File: config.mk
export PLATFORM = sky130hd
export DESIGN_NAME = i2c_register_access_master_top
export DESIGN_NICKNAME = d
export VERILOG_FILES = /design/src/rtl/i2cram_pkg.sv /design/src/rtl/i2cram_out_queue.sv /design/src/rtl/i2c_register_access_master_top.sv
export VERILOG_INCLUDE_DIRS = /design/src /design/src/rtl
export SDC_FILE = /design/constraint.sdc
export NUM_CORES = 1
export LEC_CHECK = 0
export BUFFER_PORTS_ARGS = -buffer_cell sky130_fd_sc_hd__buf_2
export CORE_MARGIN = 2
export CORE_UTILIZATION = 55
export CTS_CLUSTER_DIAMETER = 150
export DETAILED_ROUTE_END_ITERATION = 10
export PLACE_DENSITY = 0.73
export SYNTH_ARGS = -nofsm -noshare
export SYNTH_HDL_FRONTEND = slang
export SYNTH_SLANG_ARGS = --single-unit
File: constraint.sdc
create_clock -name clk -period 6.1 [get_ports clk]
set_clock_uncertainty 0.05 [all_clocks]
set_input_delay 1.22 -clock clk [delete_from_list [all_inputs] [get_ports clk]]
set_output_delay 1.22 -clock clk [all_outputs]
set_load 0.01 [all_outputs]
File: src/rtl/i2c_register_access_master_top_defines.svh
// Assertion helpers used by the top-level RTL; clk and rst come from the using scope
`ifndef I2C_REGISTER_ACCESS_MASTER_TOP_DEFINES_SVH
`define I2C_REGISTER_ACCESS_MASTER_TOP_DEFINES_SVH

// same-cycle implication
`define I2CRAM_ASSERT_IMP(lbl, a, b, msg) \
  lbl: assert property (@(posedge clk) disable iff (rst) (a) |-> (b)) else $error(msg);

// next-cycle implication
`define I2CRAM_ASSERT_NXT(lbl, a, b, msg) \
  lbl: assert property (@(posedge clk) disable iff (rst) (a) |=> (b)) else $error(msg);

`endif

File: src/rtl/i2cram_pkg.sv
`timescale 1ns / 1ps
package i2cram_pkg;

  localparam int RES_MAX = 3;

  localparam logic [2:0] OP_LOAD   = 3'd0;
  localparam logic [2:0] OP_WRITE  = 3'd1;
  localparam logic [2:0] OP_READ   = 3'd2;
  localparam logic [2:0] OP_FREAD  = 3'd3;
  localparam logic [2:0] OP_FWRITE = 3'd4;
  localparam logic [2:0] OP_EVENT  = 3'd5;
  localparam logic [2:0] OP_TICK   = 3'd6;

  localparam logic [1:0] K_ACTION = 2'd0;
  localparam logic [1:0] K_RXBYTE = 2'd1;
  localparam logic [1:0] K_DONE   = 2'd2;

  localparam logic [2:0] ACT_START = 3'd0;
  localparam logic [2:0] ACT_TX    = 3'd1;
  localparam logic [2:0] ACT_ACK   = 3'd2;
  localparam logic [2:0] ACT_NACK  = 3'd3;
  localparam logic [2:0] ACT_STOP  = 3'd4;

  localparam logic [3:0] E_OK          = 4'd0;
  localparam logic [3:0] E_TO_START    = 4'd1;
  localparam logic [3:0] E_TO_RESTART  = 4'd2;
  localparam logic [3:0] E_TO_ADDR     = 4'd3;
  localparam logic [3:0] E_TO_TXDATA   = 4'd4;
  localparam logic [3:0] E_TO_RXDATA   = 4'd5;
  localparam logic [3:0] E_ST_START    = 4'd6;
  localparam logic [3:0] E_ST_RESTART  = 4'd7;
  localparam logic [3:0] E_ST_ADDR     = 4'd8;
  localparam logic [3:0] E_ST_TXDATA   = 4'd9;
  localparam logic [3:0] E_ST_RXACK    = 4'd10;
  localparam logic [3:0] E_ST_RXNACK   = 4'd11;
  localparam logic [3:0] E_BAD_FIELD   = 4'd12;

  localparam logic [7:0] ST_MASK     = 8'hF8;
  localparam logic [7:0] ST_START    = 8'h08;
  localparam logic [7:0] ST_RESTART  = 8'h10;
  localparam logic [7:0] ST_ADDR_W   = 8'h18;
  localparam logic [7:0] ST_DATA_TX  = 8'h28;
  localparam logic [7:0] ST_ADDR_R   = 8'h40;
  localparam logic [7:0] ST_RX_ACK   = 8'h50;
  localparam logic [7:0] ST_RX_NACK  = 8'h58;

  localparam logic [15:0] TIMEOUT_RESET = 16'd5000;

  typedef struct packed {
    logic [1:0] kind;
    logic [2:0] bus_action;
    logic [7:0] tx_byte;
    logic [7:0] rx_data;
    logic [3:0] byte_index;
    logic [3:0] error_code;
    logic       last;
  } res_t;

  function automatic res_t mk_res(logic [1:0] k, logic [2:0] a, logic [7:0] tx,
                                  logic [7:0] rx, logic [3:0] idx, logic [3:0] err);
    res_t r;
    r.kind       = k;
    r.bus_action = a;
    r.tx_byte    = tx;
    r.rx_data    = rx;
    r.byte_index = idx;
    r.error_code = err;
    r.last       = 1'b0;
    return r;
  endfunction

endpackage

File: src/rtl/i2cram_out_queue.sv
`timescale 1ns / 1ps
module i2cram_out_queue (
  input  logic                          clk,
  input  logic                          rst,
  input  logic [1:0]                    push_n,
  input  i2cram_pkg::res_t [2:0]        push_res,
  input  logic                          pop,
  output logic                          valid,
  output i2cram_pkg::res_t              head,
  output logic [2:0]                    count
);
  import i2cram_pkg::*;

  res_t       mem [4];
  logic [1:0] wp;
  logic [1:0] rp;

  assign valid = count != 3'd0;
  assign head  = mem[rp];

  always_ff @(posedge clk) begin
    for (int k = 0; k < RES_MAX; k++) begin
      if (2'(k) < push_n) begin
        mem[wp + 2'(k)] <= push_res[k];
      end
    end
  end

  always_ff @(posedge clk) begin
    if (rst) begin
      wp    <= '0;
      rp    <= '0;
      count <= '0;
    end else begin
      wp    <= wp + push_n;
      rp    <= rp + {1'b0, pop};
      count <= count + {1'b0, push_n} - {2'b00, pop};
    end
  end

endmodule

File: src/rtl/i2c_register_access_master_top.sv
`timescale 1ns / 1ps
// channel   | handshake                 | payload
// ----------+---------------------------+----------------------------------------------
// input     | in_valid / in_stall       | op device_id reg_addr length bit_position
//           |                           | data_byte buf_index bus_status
// result    | out_valid / out_stall     | kind bus_action tx_byte rx_data byte_index
//           |                           | error_code last
// config    | cfg_write_en              | cfg_write_data (timeout_ticks)
//
// An input word is decoded in the cycle it is taken; its zero to three result words land in
// a four-entry result queue and leave one per cycle. Input is taken every cycle while the
// queue holds at most one word, so the rate is one word per cycle unless results back up.
// rst is synchronous; it returns the sequencer to idle and timeout_ticks to 5000.
// out_stall only holds the queue; in_stall rises once the queue cannot take three words.
module i2c_register_access_master_top #(
  parameter int MAX_BYTES = 16
) (
  input  logic        clk,
  input  logic        rst,
  input  logic        in_valid,
  output logic        in_stall,
  input  logic [2:0]  op,
  input  logic [6:0]  device_id,
  input  logic [7:0]  reg_addr,
  input  logic [4:0]  length,
  input  logic [2:0]  bit_position,
  input  logic [7:0]  data_byte,
  input  logic [3:0]  buf_index,
  input  logic [7:0]  bus_status,
  output logic        out_valid,
  input  logic        out_stall,
  output logic [1:0]  kind,
  output logic [2:0]  bus_action,
  output logic [7:0]  tx_byte,
  output logic [7:0]  rx_data,
  output logic [3:0]  byte_index,
  output logic [3:0]  error_code,
  output logic        last,
  input  logic        cfg_write_en,
  input  logic [15:0] cfg_write_data
);
  import i2cram_pkg::*;
`include "i2c_register_access_master_top_defines.svh"

  localparam int CW = $clog2(MAX_BYTES + 1);
  localparam int AW = (MAX_BYTES > 1) ? $clog2(MAX_BYTES) : 1;

  typedef enum logic [3:0] {
    PH_IDLE, PH_W_START, PH_W_ADDR, PH_W_REG, PH_W_DATA, PH_R_RESTART,
    PH_R_ADDR, PH_R_DATA, PH_B_START, PH_B_ADDR, PH_B_REG, PH_B_DATA
  } phase_t;

  typedef enum logic [1:0] {OPK_WRITE, OPK_READ, OPK_FREAD, OPK_FWRITE} opk_t;

  phase_t      phase, phase_next;
  logic [6:0]  target_device, target_device_next;
  logic [7:0]  target_register, target_register_next;
  logic [CW-1:0] byte_count, byte_count_next;
  logic [CW-1:0] byte_position, byte_position_next;
  opk_t        operation_kind, operation_kind_next;
  logic [2:0]  field_top_bit, field_top_bit_next;
  logic [3:0]  field_width, field_width_next;
  logic [7:0]  field_value, field_value_next;
  logic [15:0] wait_counter, wait_counter_next;
  logic [15:0] timeout_ticks;

  logic [7:0]  write_buffer [MAX_BYTES];
  logic [7:0]  rd_data;
  logic [AW-1:0] rd_addr;
  logic        load_we;

  res_t [2:0]  res_v;
  logic [1:0]  res_n;
  logic [2:0]  q_count;
  res_t        q_head;
  logic        accept;

  logic [7:0]  st;
  logic [3:0]  f_shift;
  logic [7:0]  f_mask;
  logic        lastb;
  logic [CW:0] pos_inc;
  logic [3:0]  to_code;

  assign accept   = in_valid && !in_stall;
  assign in_stall = q_count > 3'd1;
  assign st       = bus_status & ST_MASK;
  assign f_shift  = {1'b0, field_top_bit} + 4'd1 - field_width;
  assign f_mask   = 8'((9'((9'd1 << field_width) - 9'd1)) << f_shift);
  assign pos_inc  = {1'b0, byte_position} + (CW+1)'(1);
  assign lastb    = pos_inc >= {1'b0, byte_count};
  assign load_we  = accept && op == OP_LOAD && 32'(buf_index) < MAX_BYTES;

  always_comb begin
    case (phase)
      PH_W_START, PH_B_START:           to_code = E_TO_START;
      PH_R_RESTART:                     to_code = E_TO_RESTART;
      PH_W_ADDR, PH_B_ADDR, PH_R_ADDR:  to_code = E_TO_ADDR;
      PH_R_DATA:                        to_code = E_TO_RXDATA;
      default:                          to_code = E_TO_TXDATA;
    endcase
  end

  always_comb begin
    phase_next           = phase;
    target_device_next   = target_device;
    target_register_next = target_register;
    byte_count_next      = byte_count;
    byte_position_next   = byte_position;
    operation_kind_next  = operation_kind;
    field_top_bit_next   = field_top_bit;
    field_width_next     = field_width;
    field_value_next     = field_value;
    wait_counter_next    = wait_counter;
    res_v = '0;
    res_n = 2'd0;

    if (accept) begin
      case (op)
        OP_WRITE, OP_READ, OP_FREAD, OP_FWRITE: begin
          if (phase == PH_IDLE) begin
            if ((op == OP_FREAD || op == OP_FWRITE) &&
                length > ({2'b00, bit_position} + 5'd1)) begin
              res_v[0] = mk_res(K_DONE, ACT_START, 8'd0, 8'd0, 4'd0, E_BAD_FIELD);
              res_n = 2'd1;
            end else begin
              target_device_next   = device_id;
              target_register_next = reg_addr;
              operation_kind_next  = opk_t'(2'(op - OP_WRITE));
              if (op == OP_WRITE) begin
                byte_count_next = (32'(length) > MAX_BYTES) ? CW'(MAX_BYTES) : CW'(length);
              end else if (op == OP_READ) begin
                if (length == 5'd0) byte_count_next = CW'(1);
                else byte_count_next = (32'(length) > MAX_BYTES) ? CW'(MAX_BYTES)
                                                                 : CW'(length);
              end else begin
                byte_count_next    = CW'(1);
                field_top_bit_next = bit_position;
                field_width_next   = 4'(length);
                field_value_next   = data_byte;
              end
              byte_position_next = '0;
              res_v[0] = mk_res(K_ACTION, ACT_START, 8'd0, 8'd0, 4'd0, E_OK);
              res_n = 2'd1;
              wait_counter_next = '0;
              phase_next = PH_W_START;
            end
          end
        end
        OP_EVENT: begin
          case (phase)
            PH_W_START, PH_B_START: begin
              if (st != ST_START) begin
                res_v[0] = mk_res(K_ACTION, ACT_STOP, 8'd0, 8'd0, 4'd0, E_OK);
                res_v[1] = mk_res(K_DONE, ACT_START, 8'd0, 8'd0, 4'd0, E_ST_START);
                res_n = 2'd2; phase_next = PH_IDLE;
              end else begin
                res_v[0] = mk_res(K_ACTION, ACT_TX, {target_device, 1'b0}, 8'd0, 4'd0, E_OK);
                res_n = 2'd1; wait_counter_next = '0;
                phase_next = (phase == PH_B_START) ? PH_B_ADDR : PH_W_ADDR;
              end
            end
            PH_W_ADDR, PH_B_ADDR: begin
              if (st != ST_ADDR_W) begin
                res_v[0] = mk_res(K_ACTION, ACT_STOP, 8'd0, 8'd0, 4'd0, E_OK);
                res_v[1] = mk_res(K_DONE, ACT_START, 8'd0, 8'd0, 4'd0, E_ST_ADDR);
                res_n = 2'd2; phase_next = PH_IDLE;
              end else begin
                res_v[0] = mk_res(K_ACTION, ACT_TX, target_register, 8'd0, 4'd0, E_OK);
                res_n = 2'd1; wait_counter_next = '0;
                phase_next = (phase == PH_B_ADDR) ? PH_B_REG : PH_W_REG;
              end
            end
            PH_W_REG: begin
              if (st != ST_DATA_TX) begin
                res_v[0] = mk_res(K_ACTION, ACT_STOP, 8'd0, 8'd0, 4'd0, E_OK);
                res_v[1] = mk_res(K_DONE, ACT_START, 8'd0, 8'd0, 4'd0, E_ST_TXDATA);
                res_n = 2'd2; phase_next = PH_IDLE;
              end else if (operation_kind == OPK_WRITE) begin
                if (byte_count == '0) begin
                  res_v[0] = mk_res(K_ACTION, ACT_STOP, 8'd0, 8'd0, 4'd0, E_OK);
                  res_v[1] = mk_res(K_DONE, ACT_START, 8'd0, 8'd0, 4'd0, E_OK);
                  res_n = 2'd2; phase_next = PH_IDLE;
                end else begin
                  // rd_data holds slot 0 here
                  byte_position_next = '0;
                  res_v[0] = mk_res(K_ACTION, ACT_TX, rd_data, 8'd0, 4'd0, E_OK);
                  res_n = 2'd1; wait_counter_next = '0;
                  phase_next = PH_W_DATA;
                end
              end else begin
                res_v[0] = mk_res(K_ACTION, ACT_START, 8'd0, 8'd0, 4'd0, E_OK);
                res_n = 2'd1; wait_counter_next = '0;
                phase_next = PH_R_RESTART;
              end
            end
            PH_W_DATA: begin
              if (st != ST_DATA_TX) begin
                res_v[0] = mk_res(K_ACTION, ACT_STOP, 8'd0, 8'd0, 4'd0, E_OK);
                res_v[1] = mk_res(K_DONE, ACT_START, 8'd0, 8'd0, 4'd0, E_ST_TXDATA);
                res_n = 2'd2; phase_next = PH_IDLE;
              end else begin
                byte_position_next = CW'(pos_inc);
                if (pos_inc < {1'b0, byte_count}) begin
                  // rd_data is prefetched from the next slot
                  res_v[0] = mk_res(K_ACTION, ACT_TX, rd_data, 8'd0, 4'd0, E_OK);
                  res_n = 2'd1; wait_counter_next = '0;
                end else begin
                  res_v[0] = mk_res(K_ACTION, ACT_STOP, 8'd0, 8'd0, 4'd0, E_OK);
                  res_v[1] = mk_res(K_DONE, ACT_START, 8'd0, 8'd0, 4'd0, E_OK);
                  res_n = 2'd2; phase_next = PH_IDLE;
                end
              end
            end
            PH_B_REG: begin
              if (st != ST_DATA_TX) begin
                res_v[0] = mk_res(K_ACTION, ACT_STOP, 8'd0, 8'd0, 4'd0, E_OK);
                res_v[1] = mk_res(K_DONE, ACT_START, 8'd0, 8'd0, 4'd0, E_ST_TXDATA);
                res_n = 2'd2; phase_next = PH_IDLE;
              end else begin
                res_v[0] = mk_res(K_ACTION, ACT_TX, field_value, 8'd0, 4'd0, E_OK);
                res_n = 2'd1; wait_counter_next = '0;
                phase_next = PH_B_DATA;
              end
            end
            PH_B_DATA: begin
              res_v[0] = mk_res(K_ACTION, ACT_STOP, 8'd0, 8'd0, 4'd0, E_OK);
              res_v[1] = mk_res(K_DONE, ACT_START, 8'd0, 8'd0, 4'd0,
                                (st != ST_DATA_TX) ? E_ST_TXDATA : E_OK);
              res_n = 2'd2; phase_next = PH_IDLE;
            end
            PH_R_RESTART: begin
              if (st != ST_RESTART) begin
                res_v[0] = mk_res(K_ACTION, ACT_STOP, 8'd0, 8'd0, 4'd0, E_OK);
                res_v[1] = mk_res(K_DONE, ACT_START, 8'd0, 8'd0, 4'd0, E_ST_RESTART);
                res_n = 2'd2; phase_next = PH_IDLE;
              end else begin
                res_v[0] = mk_res(K_ACTION, ACT_TX, {target_device, 1'b1}, 8'd0, 4'd0, E_OK);
                res_n = 2'd1; wait_counter_next = '0;
                phase_next = PH_R_ADDR;
              end
            end
            PH_R_ADDR: begin
              if (st != ST_ADDR_R) begin
                res_v[0] = mk_res(K_ACTION, ACT_STOP, 8'd0, 8'd0, 4'd0, E_OK);
                res_v[1] = mk_res(K_DONE, ACT_START, 8'd0, 8'd0, 4'd0, E_ST_ADDR);
                res_n = 2'd2; phase_next = PH_IDLE;
              end else begin
                byte_position_next = '0;
                res_v[0] = mk_res(K_ACTION, (byte_count > CW'(1)) ? ACT_ACK : ACT_NACK,
                                  8'd0, 8'd0, 4'd0, E_OK);
                res_n = 2'd1; wait_counter_next = '0;
                phase_next = PH_R_DATA;
              end
            end
            PH_R_DATA: begin
              if (st != (lastb ? ST_RX_NACK : ST_RX_ACK)) begin
                res_v[0] = mk_res(K_ACTION, ACT_STOP, 8'd0, 8'd0, 4'd0, E_OK);
                res_v[1] = mk_res(K_DONE, ACT_START, 8'd0, 8'd0, 4'd0,
                                  lastb ? E_ST_RXNACK : E_ST_RXACK);
                res_n = 2'd2; phase_next = PH_IDLE;
              end else begin
                if (operation_kind == OPK_READ) begin
                  res_v[0] = mk_res(K_RXBYTE, ACT_START, 8'd0, data_byte,
                                    4'(byte_position), E_OK);
                  res_n = 2'd1;
                end
                if (!lastb) begin
                  byte_position_next = CW'(pos_inc);
                  res_v[res_n] = mk_res(K_ACTION,
                      ((pos_inc + (CW+1)'(1)) < {1'b0, byte_count}) ? ACT_ACK : ACT_NACK,
                      8'd0, 8'd0, 4'd0, E_OK);
                  res_n = res_n + 2'd1; wait_counter_next = '0;
                end else if (operation_kind == OPK_FREAD) begin
                  res_v[0] = mk_res(K_ACTION, ACT_STOP, 8'd0, 8'd0, 4'd0, E_OK);
                  res_v[1] = mk_res(K_DONE, ACT_START, 8'd0,
                                    8'((data_byte & f_mask) >> f_shift), 4'd0, E_OK);
                  res_n = 2'd2; phase_next = PH_IDLE;
                end else if (operation_kind == OPK_FWRITE) begin
                  // merge the field and write the byte back in a new transaction
                  field_value_next = (data_byte & ~f_mask) |
                                     (8'({8'd0, field_value} << f_shift) & f_mask);
                  res_v[0] = mk_res(K_ACTION, ACT_STOP, 8'd0, 8'd0, 4'd0, E_OK);
                  res_v[1] = mk_res(K_ACTION, ACT_START, 8'd0, 8'd0, 4'd0, E_OK);
                  res_n = 2'd2; wait_counter_next = '0;
                  phase_next = PH_B_START;
                end else begin
                  res_v[res_n] = mk_res(K_ACTION, ACT_STOP, 8'd0, 8'd0, 4'd0, E_OK);
                  res_v[res_n + 2'd1] = mk_res(K_DONE, ACT_START, 8'd0, 8'd0, 4'd0, E_OK);
                  res_n = res_n + 2'd2; phase_next = PH_IDLE;
                end
              end
            end
            default: ;
          endcase
        end
        OP_TICK: begin
          if (phase != PH_IDLE) begin
            if (wait_counter >= timeout_ticks) begin
              res_v[0] = mk_res(K_ACTION, ACT_STOP, 8'd0, 8'd0, 4'd0, E_OK);
              res_v[1] = mk_res(K_DONE, ACT_START, 8'd0, 8'd0, 4'd0, to_code);
              res_n = 2'd2; phase_next = PH_IDLE;
            end else begin
              wait_counter_next = wait_counter + 16'd1;
            end
          end
        end
        default: ;
      endcase
    end
    if (res_n != 2'd0) res_v[res_n - 2'd1].last = 1'b1;
  end

  // prefetch the buffer slot the next transmit will need
  always_comb begin
    if (phase_next == PH_W_DATA) rd_addr = AW'(byte_position_next + CW'(1));
    else rd_addr = '0;
  end

  always_ff @(posedge clk) begin
    if (load_we) write_buffer[AW'(buf_index)] <= data_byte;
    if (load_we && AW'(buf_index) == rd_addr) rd_data <= data_byte;
    else rd_data <= write_buffer[rd_addr];
  end

  always_ff @(posedge clk) begin
    if (rst) begin
      phase           <= PH_IDLE;
      target_device   <= '0;
      target_register <= '0;
      byte_count      <= '0;
      byte_position   <= '0;
      operation_kind  <= OPK_WRITE;
      field_top_bit   <= '0;
      field_width     <= '0;
      field_value     <= '0;
      wait_counter    <= '0;
      timeout_ticks   <= TIMEOUT_RESET;
    end else begin
      phase           <= phase_next;
      target_device   <= target_device_next;
      target_register <= target_register_next;
      byte_count      <= byte_count_next;
      byte_position   <= byte_position_next;
      operation_kind  <= operation_kind_next;
      field_top_bit   <= field_top_bit_next;
      field_width     <= field_width_next;
      field_value     <= field_value_next;
      wait_counter    <= wait_counter_next;
      if (cfg_write_en) timeout_ticks <= cfg_write_data;
    end
  end

  i2cram_out_queue u_queue (
    .clk      (clk),
    .rst      (rst),
    .push_n   (res_n),
    .push_res (res_v),
    .pop      (out_valid && !out_stall),
    .valid    (out_valid),
    .head     (q_head),
    .count    (q_count)
  );

  assign kind       = q_head.kind;
  assign bus_action = q_head.bus_action;
  assign tx_byte    = q_head.tx_byte;
  assign rx_data    = q_head.rx_data;
  assign byte_index = q_head.byte_index;
  assign error_code = q_head.error_code;
  assign last       = q_head.last;

  `I2CRAM_ASSERT_IMP(a_done_last, out_valid && kind == K_DONE, last, "completion word not last")
  `I2CRAM_ASSERT_IMP(a_rise_accept, $rose(out_valid), $past(accept), "result without input")
  `I2CRAM_ASSERT_NXT(a_push_valid, res_n != 2'd0, out_valid, "pushed word not presented")

endmodule
==> results.md, run 1 <==
* Maxcap violations at 0
* Top delay family on crit path: compound AO/OA/AOI/OAI gates
* Relative slew slack at 22.7%
* Leakage at 6.91 nW
* Post-synth EDFFs at 248
* Hold crit path type: reg -> reg
* Buf+Inv Stages, Crit Path at 1
* Slowest CP cell: o211ai_1
* First-pass GRT wire length at 73,100 µm
* Vias in the first global route at 13,027
* VDD IR max at 221 µV
* Status: finished clean
* CTS buffer count at 37
* FF+latch area at 0.00923 mm²
* CP Launch Type: register
* NumNets Final at 1,762
* Max incr delay on CP at 0.76 ns
* RD Place Congestion at 0.968
* WP data arrival at 5.49 ns
* Power Internal at 0.00417 W
* Synth top area share at 41.8%
* Fin. max-slew vios at 0
* Clk root buf: clkbuf_16
* CTS Buffer Depth at 3
* Antenna Nets Post-Route at 0
* RSZ-0062 raised after global routing: false
* Num rows at 65
* Switching pwr at 0.00148 W
* Io pins at 99
* Post-synth top area cell: edfxtp_1
* Sequential fraction of the synthesis area at 51.8%
* CTS tree: built
* Via Count at 13,444
* Initial Util at 56.1%
* Slew @ Worst Pin at 1.16 ns
* CTS sink cnt at 337
* Final core utilization at 62.8%
* All-Layer GR Usage at 27.9%
* Largest net degree at the start of global routing at 66
* Cell Chain, Critical Path: ha_1, nand3_1, xnor2_1, ha_1, and3_1, o21ai_0, nand2_1, and4_1, o31ai_2, nand2_1, o211ai_1, o21ai_2, buf_4
* CP required at 6.32 ns
* Skew-Pair Late Insertion Delay at 0.53 ns
* Die area at 0.0338 mm²
* Area of the mapped netlist at 0.0178 mm²
* Drt drc at 0
* 1st-iter DRT viols at 1,616
* Synth Register Bits at 337
* Drt first pass iters at 7
* Syn_nets at 1,675
* Antenna violations before repair at 0
* Post-synthesis cell type count at 99
* Max Freq at 0.190 GHz
* Register-to-register setup slack at 0.83 ns
* DP Wirelength at 32,200 µm
* Part of the cycle the worst path needs at 86.4%
* Drt total wl at 46,300 µm
* Gate power share at 15.3%
* PostCTS Resize Cnt at 0
* Hold buffer count at CTS at 0
* Clock share of power at 38.7%
* CP Class: reg -> reg
* Main synth FF type: edfxtp_1
* FFs w/ async S/R, synth at 0%
* Synth Instances at 1,556
* Area growth syn-to-layout at 11.9%
* WL/cell at 22.3 µm
* Vias per cell at 6.48
* Clk slew on worst S/H paths at 0.06 ns
* Most frequent cell after synthesis: edfxtp_1
* Die Span X at 184 µm
* Filler Cells Inserted at 2,566
* CP Max Fanout at 15
* Placeable Area at 0.0317 mm²
* Sw frac at 26.2%
* Top post-synthesis cells by count: 248 x edfxtp_1, 146 x nand2_1, 138 x nor2_1
* Multi-input logic area at 0.00802 mm²
* H-tree Lvls at 2
* Avg Inst Size Synth at 11.4 µm²
* Layout cells sized above 1 at 18.4%
* Final setup vio count at 0
* IO buf count at 95
* Final Hold Viols at 0
* Crit path time final at 5.27 ns
* Pwr dens at 284 mW/mm²
* Crit path capture type: register
* Grt ovf at 0
* Die H at 184 µm
* Postcts setup bufs at 0
* Setup TNS Final at 0 ns
* Top cells by area, synth: edfxtp_1 42%, dfxtp_1 10%, mux4_2 9.0%, ha_1 3.5%, nand2_1 3.1%
* Yosys warns at 0
* Seq pwr share at 46.0%
sequential cells by signal (all words and copies together) (netlist names), 5 cells and up, named ones only:
| register | flops |
|---|---|
| wait_counter | 16 |
| byte_count | 5 |
| timeout_ticks | 16 |
| u_queue.mem | 120 |
| target_device | 7 |
| field_value | 8 |
| byte_position | 5 |
| write_buffer | 128 |
| target_register | 8 |
final cells by class:
class                      instances  share of cell area (%)
antenna                            1                  0.0126
clock buffer                      54                    5.21
clock inverter                    14                   0.779
inverter                          60                    1.13
multi-input combinational       1076                    40.2
sequential                       337                    46.4
tap                              402                    2.53
timing repair buffer             131                    3.74
cells by family (layout without fill, tap and decap cells):
logic type      Yosys count  after routing  share of synthesized area, %
compound gates          368            368                          14.2
mux                     102            102                          10.8
other cells               0              1                             0
buf+inv                 143            259                          3.25
xor+xnor                 17             17                         0.921
simple gates            537            537                          15.3
flops                   337            337                          51.8
fa+ha+maj                52             52                          3.74
worst reg2reg max path: cells and delay by family (launching register included):
family,cells,cell delay (ns)
AOI/OAI and AO/OA,4,1.86
xor gates and xnor gates,1,0.33
buffers and inverters,1,0.34
DFF,1,0.51
adders and majority gates,2,0.65
and+or+nand+nor,5,1.28
layout by cell type, fill, tap and decap left out, types with 39 or more instances in the layout:
cell type  count
nand2_1      146
buf_2         95
ha_1          50
nand3_1       39
nor2_1       138
a21oi_1      108
mux4_2        71
o21ai_0       52
dfxtp_1       87
inv_1         60
edfxtp_1     248
metrics by stage:
step / power [W] / area, µm² / hold slack (ns) / std cells / worst slack (ns)
after floorplan: 0.00322 / 17800 / 0.386 / 1556 / 0.544
after global placement: 0.00350 / 18700 / 0.395 / 2006 / 0.943
after detailed placement: 0.00351 / 18700 / 0.403 / 2006 / 0.886
after CTS: 0.00568 / 19900 / 0.412 / 2074 / 0.870
after global routing: 0.00588 / 19900 / 0.432 / 2074 / 0.358
final: 0.00565 / 19900 / 0.409 / 2075 / 0.831
power by group through the flow:
stage / clock network [W] / logic (W) / registers [W]
2_1_floorplan: 0 / 0.000635 / 0.00258
3_3_place_gp: 0 / 0.000850 / 0.00265
3_5_place_dp: 0 / 0.000859 / 0.00265
4_1_cts: 0.00222 / 0.000863 / 0.00260
5_1_grt: 0.00232 / 0.000950 / 0.00261
6_report: 0.00218 / 0.000867 / 0.00260
worst paths after layout:
path,end,from,cells after the start
max,u_queue.mem[2][15],byte_position[0],13
min,target_device[1],target_device[1],2
max reg2reg,u_queue.mem[2][15],byte_position[0],13
min reg2reg,target_device[1],target_device[1],2
metal layers:
metal	up-vias	GRT usage, %	wire, µm
li1	6157	-	-
met1	6594	39.5	19500
met2	619	45.2	22000
met3	74	3.94	3680
met4	0	8.00	1160
met5	-	0	0
Note: power is estimated with default switching activity, not from simulation.
==> inputs of run 2 (changes only) <==
Settings changed: GPL_TIMING_DRIVEN set to 0, MAX_ROUTING_LAYER set to met4.
==> run 2 against run 1 <==
Power down 0.84%. Final cell count increased by 2.1%. Core utilization grew 0.45 points. Global-route usage grew 3.2 points. Sequential share of layout area is 0.34 points lower. Die area did not move. Register-to-register slack gained 0.22 ns. Critical path depth unchanged. Clock-buffer cell count is 13 lower. Clock power fell by 4%. Fmax increased by 4.4%. Highest routed layer unchanged.
==> results.md, run 2 (synthesized netlist as in run 1, its figures left out) <==
* RSZ-0062 raised after global routing: false
* CP Class: reg -> reg
* Die area at 0.0338 mm² (unchanged)
* Antenna violations before repair at 1 (+1)
* Post-Place Cell Area at 0.0189 mm² (+1.1%)
* Drt total wl at 50,800 µm (+9.6%)
* CTS sink cnt at 337 (unchanged)
* 1st-iter DRT viols at 1,703 (+5.4%)
* Part of the cycle the worst path needs at 82.7% (-3.7 points)
* Filler Cells Inserted at 2,495 (-2.8%)
* Io pins at 99 (unchanged)
* CP Max Fanout at 19 (+4)
* Final Hold Viols at 0 (unchanged)
* Largest net degree at the start of global routing at 26 (-61%)
* Most frequent cells in the layout: 248 x edfxtp_1, 146 x nand2_1, 138 x nor2_1, 109 x buf_2, 109 x a21oi_1
* CTS Buffer Depth at 3 (unchanged)
* IO buf count at 94 (-1.1%)
* First-pass GRT wire length at 77,600 µm (+6.1%)
* Pwr dens at 279 mW/mm² (-1.5%)
* Maxcap violations at 0 (unchanged)
* Drt first pass iters at 8 (+1)
* CP required at 6.28 ns (-0.04 ns)
* Placeable Area at 0.0317 mm² (unchanged)
* Post-Layout Cell Count at 2,119 (+2.1%)
* Vias per cell at 6.55 (+1.2%)
* Fin. max-slew vios at 0 (unchanged)
* Clk root buf: clkbuf_16
* CTS buffer count at 36 (-2.7%)
* CTS tree: built
* All-Layer GR Usage at 31.1% (+3.2 points)
* Setup ws final at 1.06 ns (+0.224 ns)
* WL/cell at 24.0 µm (+7.3%)
* Postcts setup bufs at 0 (unchanged)
* Via Count at 13,888 (+3.3%)
* Skew-Pair Late Insertion Delay at 0.52 ns (about the same)
* Post-route cell area at 0.0201 mm² (+0.71%)
* Slew @ Worst Pin at 1.43 ns (+0.272 ns)
* Grt ovf at 0 (unchanged)
* Drt drc at 0 (unchanged)
* Hold crit path type: reg -> reg
* Clk slew on worst S/H paths at 0.07 ns (about the same)
* Num rows at 65 (unchanged)
* Largest Register: write_buffer
* Layout cells sized above 1 at 17.1% (-1.3 points)
* Crit path capture type: register
* Area growth syn-to-layout at 12.7%
* Antenna Nets Post-Route at 0 (unchanged)
* Vias in the first global route at 13,183 (+1.2%)
* Relative slew slack at 3.71% (-19 points)
* PostCTS Resize Cnt at 0 (unchanged)
* Max reg flops at 128 (unchanged)
* Crit path time final at 5.04 ns (-0.224 ns)
* Dpl cells at 2,056 (+2.5%)
* H-tree Lvls at 2 (unchanged)
* Hold buffer count at CTS at 0 (unchanged)
* Die Span X at 184 µm (unchanged)
* Top Registers: write_buffer: 128 flops, u_queue.mem: 120 flops
* VDD IR max at 217 µV (-1.8%)
* Die H at 184 µm (unchanged)
* Status: finished clean
* Leakage at 6.90 nW (about the same)
* Most common cell after layout, fill and taps aside: edfxtp_1
* Initial Util at 56.1% (unchanged)
* Power, Total at 0.00560 W (-0.84%)
* DP Wirelength at 37,100 µm (+15%)
* NumNets Final at 1,811 (+2.8%)
* Final setup vio count at 0 (unchanged)
* RD Place Congestion at 0.965 (-0.32%)
* Worst slack, placed at 0.773 ns (-0.113 ns)
* Max Freq at 0.198 GHz (+4.4%)
* CP Launch Type: register
* WP data arrival at 5.22 ns (-0.27 ns)
-- run 2: changes by cell type in the layout (fill, tap and decap cells not counted), sizes merged --
cell,delta
clkbuf,+32
clkinv,+6
buf,+5
clkinvlp,+3
inv,-2
-- run 2: path summary, 6_finish.rpt --
check,start,endpoint,slack [ns],cells after the start
max,byte_position[0],u_queue.mem[1][7],1.06,13
min,target_device[1],target_device[1],0.41,2
max reg2reg,byte_position[0],u_queue.mem[1][7],1.06,13
min reg2reg,target_device[1],target_device[1],0.41,2
-- run 2: stage by stage --
step / setup TNS [ns] / hold WS [ns] / utilization, %
final: 0 / 0.407 / 63.2
after global routing: 0 / 0.424 / 63.2
after CTS: 0 / 0.408 / 63.2
after detailed placement: 0 / 0.398 / 59.7
after global placement: -162.05 / 0.392 / 59.2
after floorplan: 0 / 0.386 / -
-- run 2: worst max-delay path, stage by stage, from the launching register on --
cell      delay [ns]
dfxtp_1         0.56
inv_1           0.22
ha_1            0.41
inv_1           0.08
ha_1            0.28
a21boi_0        0.14
o21ai_0         0.49
nand2_1         0.27
nor4b_1         0.50
o31ai_2         0.18
a221oi_2        0.64
nor2_1          0.35
o21ai_4         0.32
buf_16          0.24
-- run 2: power breakdown --
part | switching, W | leakage, nW | total (W) | internal (W)
combinational | 0.000579 | 3.32 | 0.000960 | 0.000381
clock | 0.000906 | 0.549 | 0.00210 | 0.00119
sequential | 0.0000390 | 3.03 | 0.00255 | 0.00251
-- run 2: cell type report --
type	count	area, µm²	area share, %
multi-input combinational	1076	8060	40.2
tap	402	503	2.51
antenna	1	2.50	0.0125
sequential	337	9230	46.0
inverter	60	225	1.12
clock inverter	21	193	0.961
timing repair buffer	98	566	2.82
clock buffer	41	930	4.64
buffer	83	353	1.76
-- run 2: layer usage --
layer,vias to the layer above,wire (µm),track usage (%),share of wire (%)
li1,6269,-,-,-
met1,6817,22000,44.0,43
met2,703,23100,47.7,46
met3,99,4300,4.04,8.5
met4,0,1370,8.70,2.7
met5,-,0,-,0
==> inputs of run 3 (changes only) <==
Settings changed: PLACE_DENSITY 0.73 to 0.76.
Clock period 6.1 ns to 4.4 ns, I/O delays scaled along.
==> run 3 against run 2 <==
Register-to-register slack worse by 0.90 ns. Fmax grew 19%. Via count up 0.66%. Clock power increased by 38%. Clock-buffer cell count up 1. Final cell count grew 0.19%. Die area stayed put. Global-route usage is 0.22 points lower. Sequential power is 38% higher. Worst setup slack worse by 0.90 ns. Critical endpoint is now u_queue.mem[3][7]. Largest cell class unchanged. Largest power group unchanged.
==> results.md, run 3 (synthesized netlist as in run 1, its figures left out) <==
* Top Registers: write_buffer: 128 flops, u_queue.mem: 120 flops
* CTS sink cnt at 337 (unchanged)
* Max reg flops at 128 (unchanged)
* Sw frac at 26.9% (-0.27 points)
* Drt drc at 0 (unchanged)
* CP required at 4.62 ns (-1.66 ns)
* IO buf count at 94 (unchanged)
* Num rows at 65 (unchanged)
* Crit path time final at 4.24 ns (-0.800 ns)
* Antenna Nets Post-Route at 0 (unchanged)
* Maxcap violations at 0 (unchanged)
* Most frequent cells in the layout: 248 x edfxtp_1, 143 x nand2_1, 134 x nor2_1, 108 x buf_2, 106 x a21oi_1
* Dpl cells at 2,056 (unchanged)
* FF+latch area at 0.00923 mm² (about the same)
* Die Span X at 184 µm (unchanged)
* Filler Cells Inserted at 2,462 (-1.3%)
* Most common cell after layout, fill and taps aside: edfxtp_1
* NumNets Final at 1,816 (+0.28%)
* H-tree Lvls at 2 (unchanged)
* Final setup vio count at 0 (unchanged)
* Max Freq at 0.236 GHz (+19%)
* Via Count at 13,979 (+0.66%)
* Seq pwr share at 45.5% (about the same)
* Gate power share at 17.3% (+0.2 points)
* Vias in the first global route at 13,132 (-0.39%)
* WL/cell at 24.0 µm (+0.15%)
* Crit path capture type: register
* CTS Buffer Depth at 3 (unchanged)
* Die area at 0.0338 mm² (unchanged)
* Leakage at 6.98 nW (+1.1%)
* First-pass GRT wire length at 76,800 µm (-1.1%)
* Area growth syn-to-layout at 13.6%
* Part of the cycle the worst path needs at 96.5% (+14 points)
* Io pins at 99 (unchanged)
* Vias per cell at 6.58 (+0.47%)
* Largest Register: write_buffer
* Fin. max-slew vios at 0 (unchanged)
* Hold_ws at 0.407 ns (-0.000602 ns)
* Worst slack, placed at -0.571 ns (-1.34 ns)
* RD Place Congestion at 0.962 (-0.29%)
* RSZ-0062 raised after global routing: false
* Antenna violations before repair at 1 (unchanged)
* Skew-Pair Late Insertion Delay at 0.52 ns (about the same)
* Layout cells sized above 1 at 18.7% (+1.6 points)
* Clock share of power at 37.2% (-0.2 points)
* Drt first pass iters at 8 (unchanged)
* Hold crit path type: reg -> reg
* Initial Util at 56.1% (unchanged)
* Pwr dens at 384 mW/mm² (+37%)
* VDD IR max at 294 µV (+36%)
* CP Max Fanout at 22 (+3)
* Final core utilization at 63.8% (+0.54 points)
* Grt ovf at 0 (unchanged)
* Die H at 184 µm (unchanged)
* Drt total wl at 51,000 µm (+0.34%)
* Setup TNS Final at 0 ns (unchanged)
* Setup ws final at 0.155 ns (-0.900 ns)
* Multi-input logic area at 0.00819 mm² (+1.7%)
* Power Internal at 0.00568 W (+39%)
* Final Hold Viols at 0 (unchanged)
* CTS tree: built
* CP Class: reg -> reg
* Placeable Area at 0.0317 mm² (unchanged)
* 1st-iter DRT viols at 1,779 (+4.5%)
* Switching pwr at 0.00209 W (+37%)
* Clk root buf: clkbuf_16
* WP data arrival at 4.47 ns (-0.75 ns)
* CTS buffer count at 37 (+2.8%)
* CP Launch Type: register
* Clk slew on worst S/H paths at 0.06 ns (about the same)
* Slew @ Worst Pin at 1.06 ns (-0.372 ns)
* Status: finished clean
* Post-Layout Cell Count at 2,123 (+0.19%)
* Relative slew slack at 28.8% (+25 points)
* DP Wirelength at 36,600 µm (-1.3%)
* Largest net degree at the start of global routing at 27 (+3.8%)
* All-Layer GR Usage at 30.9% (-0.22 points)
[run 3: cell count changes in the layout (fill, tap and decap cells not counted), sizes merged]
cell and delta:
clkinv +1, clkinvlp -3, inv +1, clkbuf +2, buf +3
[run 3: per-layer routing]
layer | wire length (µm) | up-vias | track usage, % | share of wire, %
met5 | 0 | - | - | 0
met4 | 1870 | 0 | 10.3 | 3.7
met3 | 4460 | 130 | 4.20 | 8.8
met2 | 23200 | 818 | 46.8 | 46
met1 | 21400 | 6776 | 43.4 | 42
li1 | - | 6255 | - | -
[run 3: timing repair]
| action | 4_1_cts | 5_1_grt |
|---|---|---|
| hold buffers | 0 | 0 |
| resized for setup | 18 | 24 |
| cloned | 0 | 0 |
| buffers inserted | 2 | 2 |
| pin swaps | 1 | 3 |
| setup endpoints to repair | 187 | 162 |
[run 3: worst paths after layout]
check	cells past startpoint	to	slack, ns	from
setup / recovery	14	u_queue.mem[3][7]	0.16	byte_position[2]
hold reg to reg	2	target_device[5]	0.41	target_device[5]
setup reg to reg	14	u_queue.mem[3][7]	0.16	byte_position[2]
hold / removal	2	target_device[5]	0.41	target_device[5]
[run 3: final cells by class]
type | count | share of cell area (%)
flip-flops and latches | 337 | 45.6
plain buffers | 83 | 1.79
diodes | 1 | 0.0124
clock buffers | 42 | 4.67
clock inverters | 20 | 0.872
well taps | 402 | 2.49
multi-input cells | 1076 | 40.5
repair buffers | 102 | 2.91
inverters | 60 | 1.11
[run 3: metrics by stage]
step	power (W)	instance area, µm²
2_1_floorplan	0.00446	17800
3_3_place_gp	0.00489	18800
3_5_place_dp	0.00491	18900
4_1_cts	0.00777	20100
5_1_grt	0.00804	20200
6_report	0.00777	20200
[run 3: power by group through the flow]
stage | Combinational, W | Sequential [W] | Clock, W
after detailed placement | 0.00131 | 0.00360 | 0
after global placement | 0.00129 | 0.00360 | 0
after global routing | 0.00146 | 0.00354 | 0.00304
after floorplan | 0.000882 | 0.00358 | 0
after CTS | 0.00133 | 0.00353 | 0.00291
final | 0.00135 | 0.00353 | 0.00289
[run 3: critical path, stage by stage, from the launching register on]
cell and delay, ns:
dfxtp_2 0.42, ha_1 0.19, nand2_1 0.15, xnor2_2 0.27
ha_1 0.29, a21o_1 0.20, a221o_1 0.40, o21ai_0 0.28
nand4_2 0.29, nand2_2 0.32, nand2_2 0.21, o21a_1 0.23
buf_4 0.21, o21bai_4 0.27, buf_12 0.22
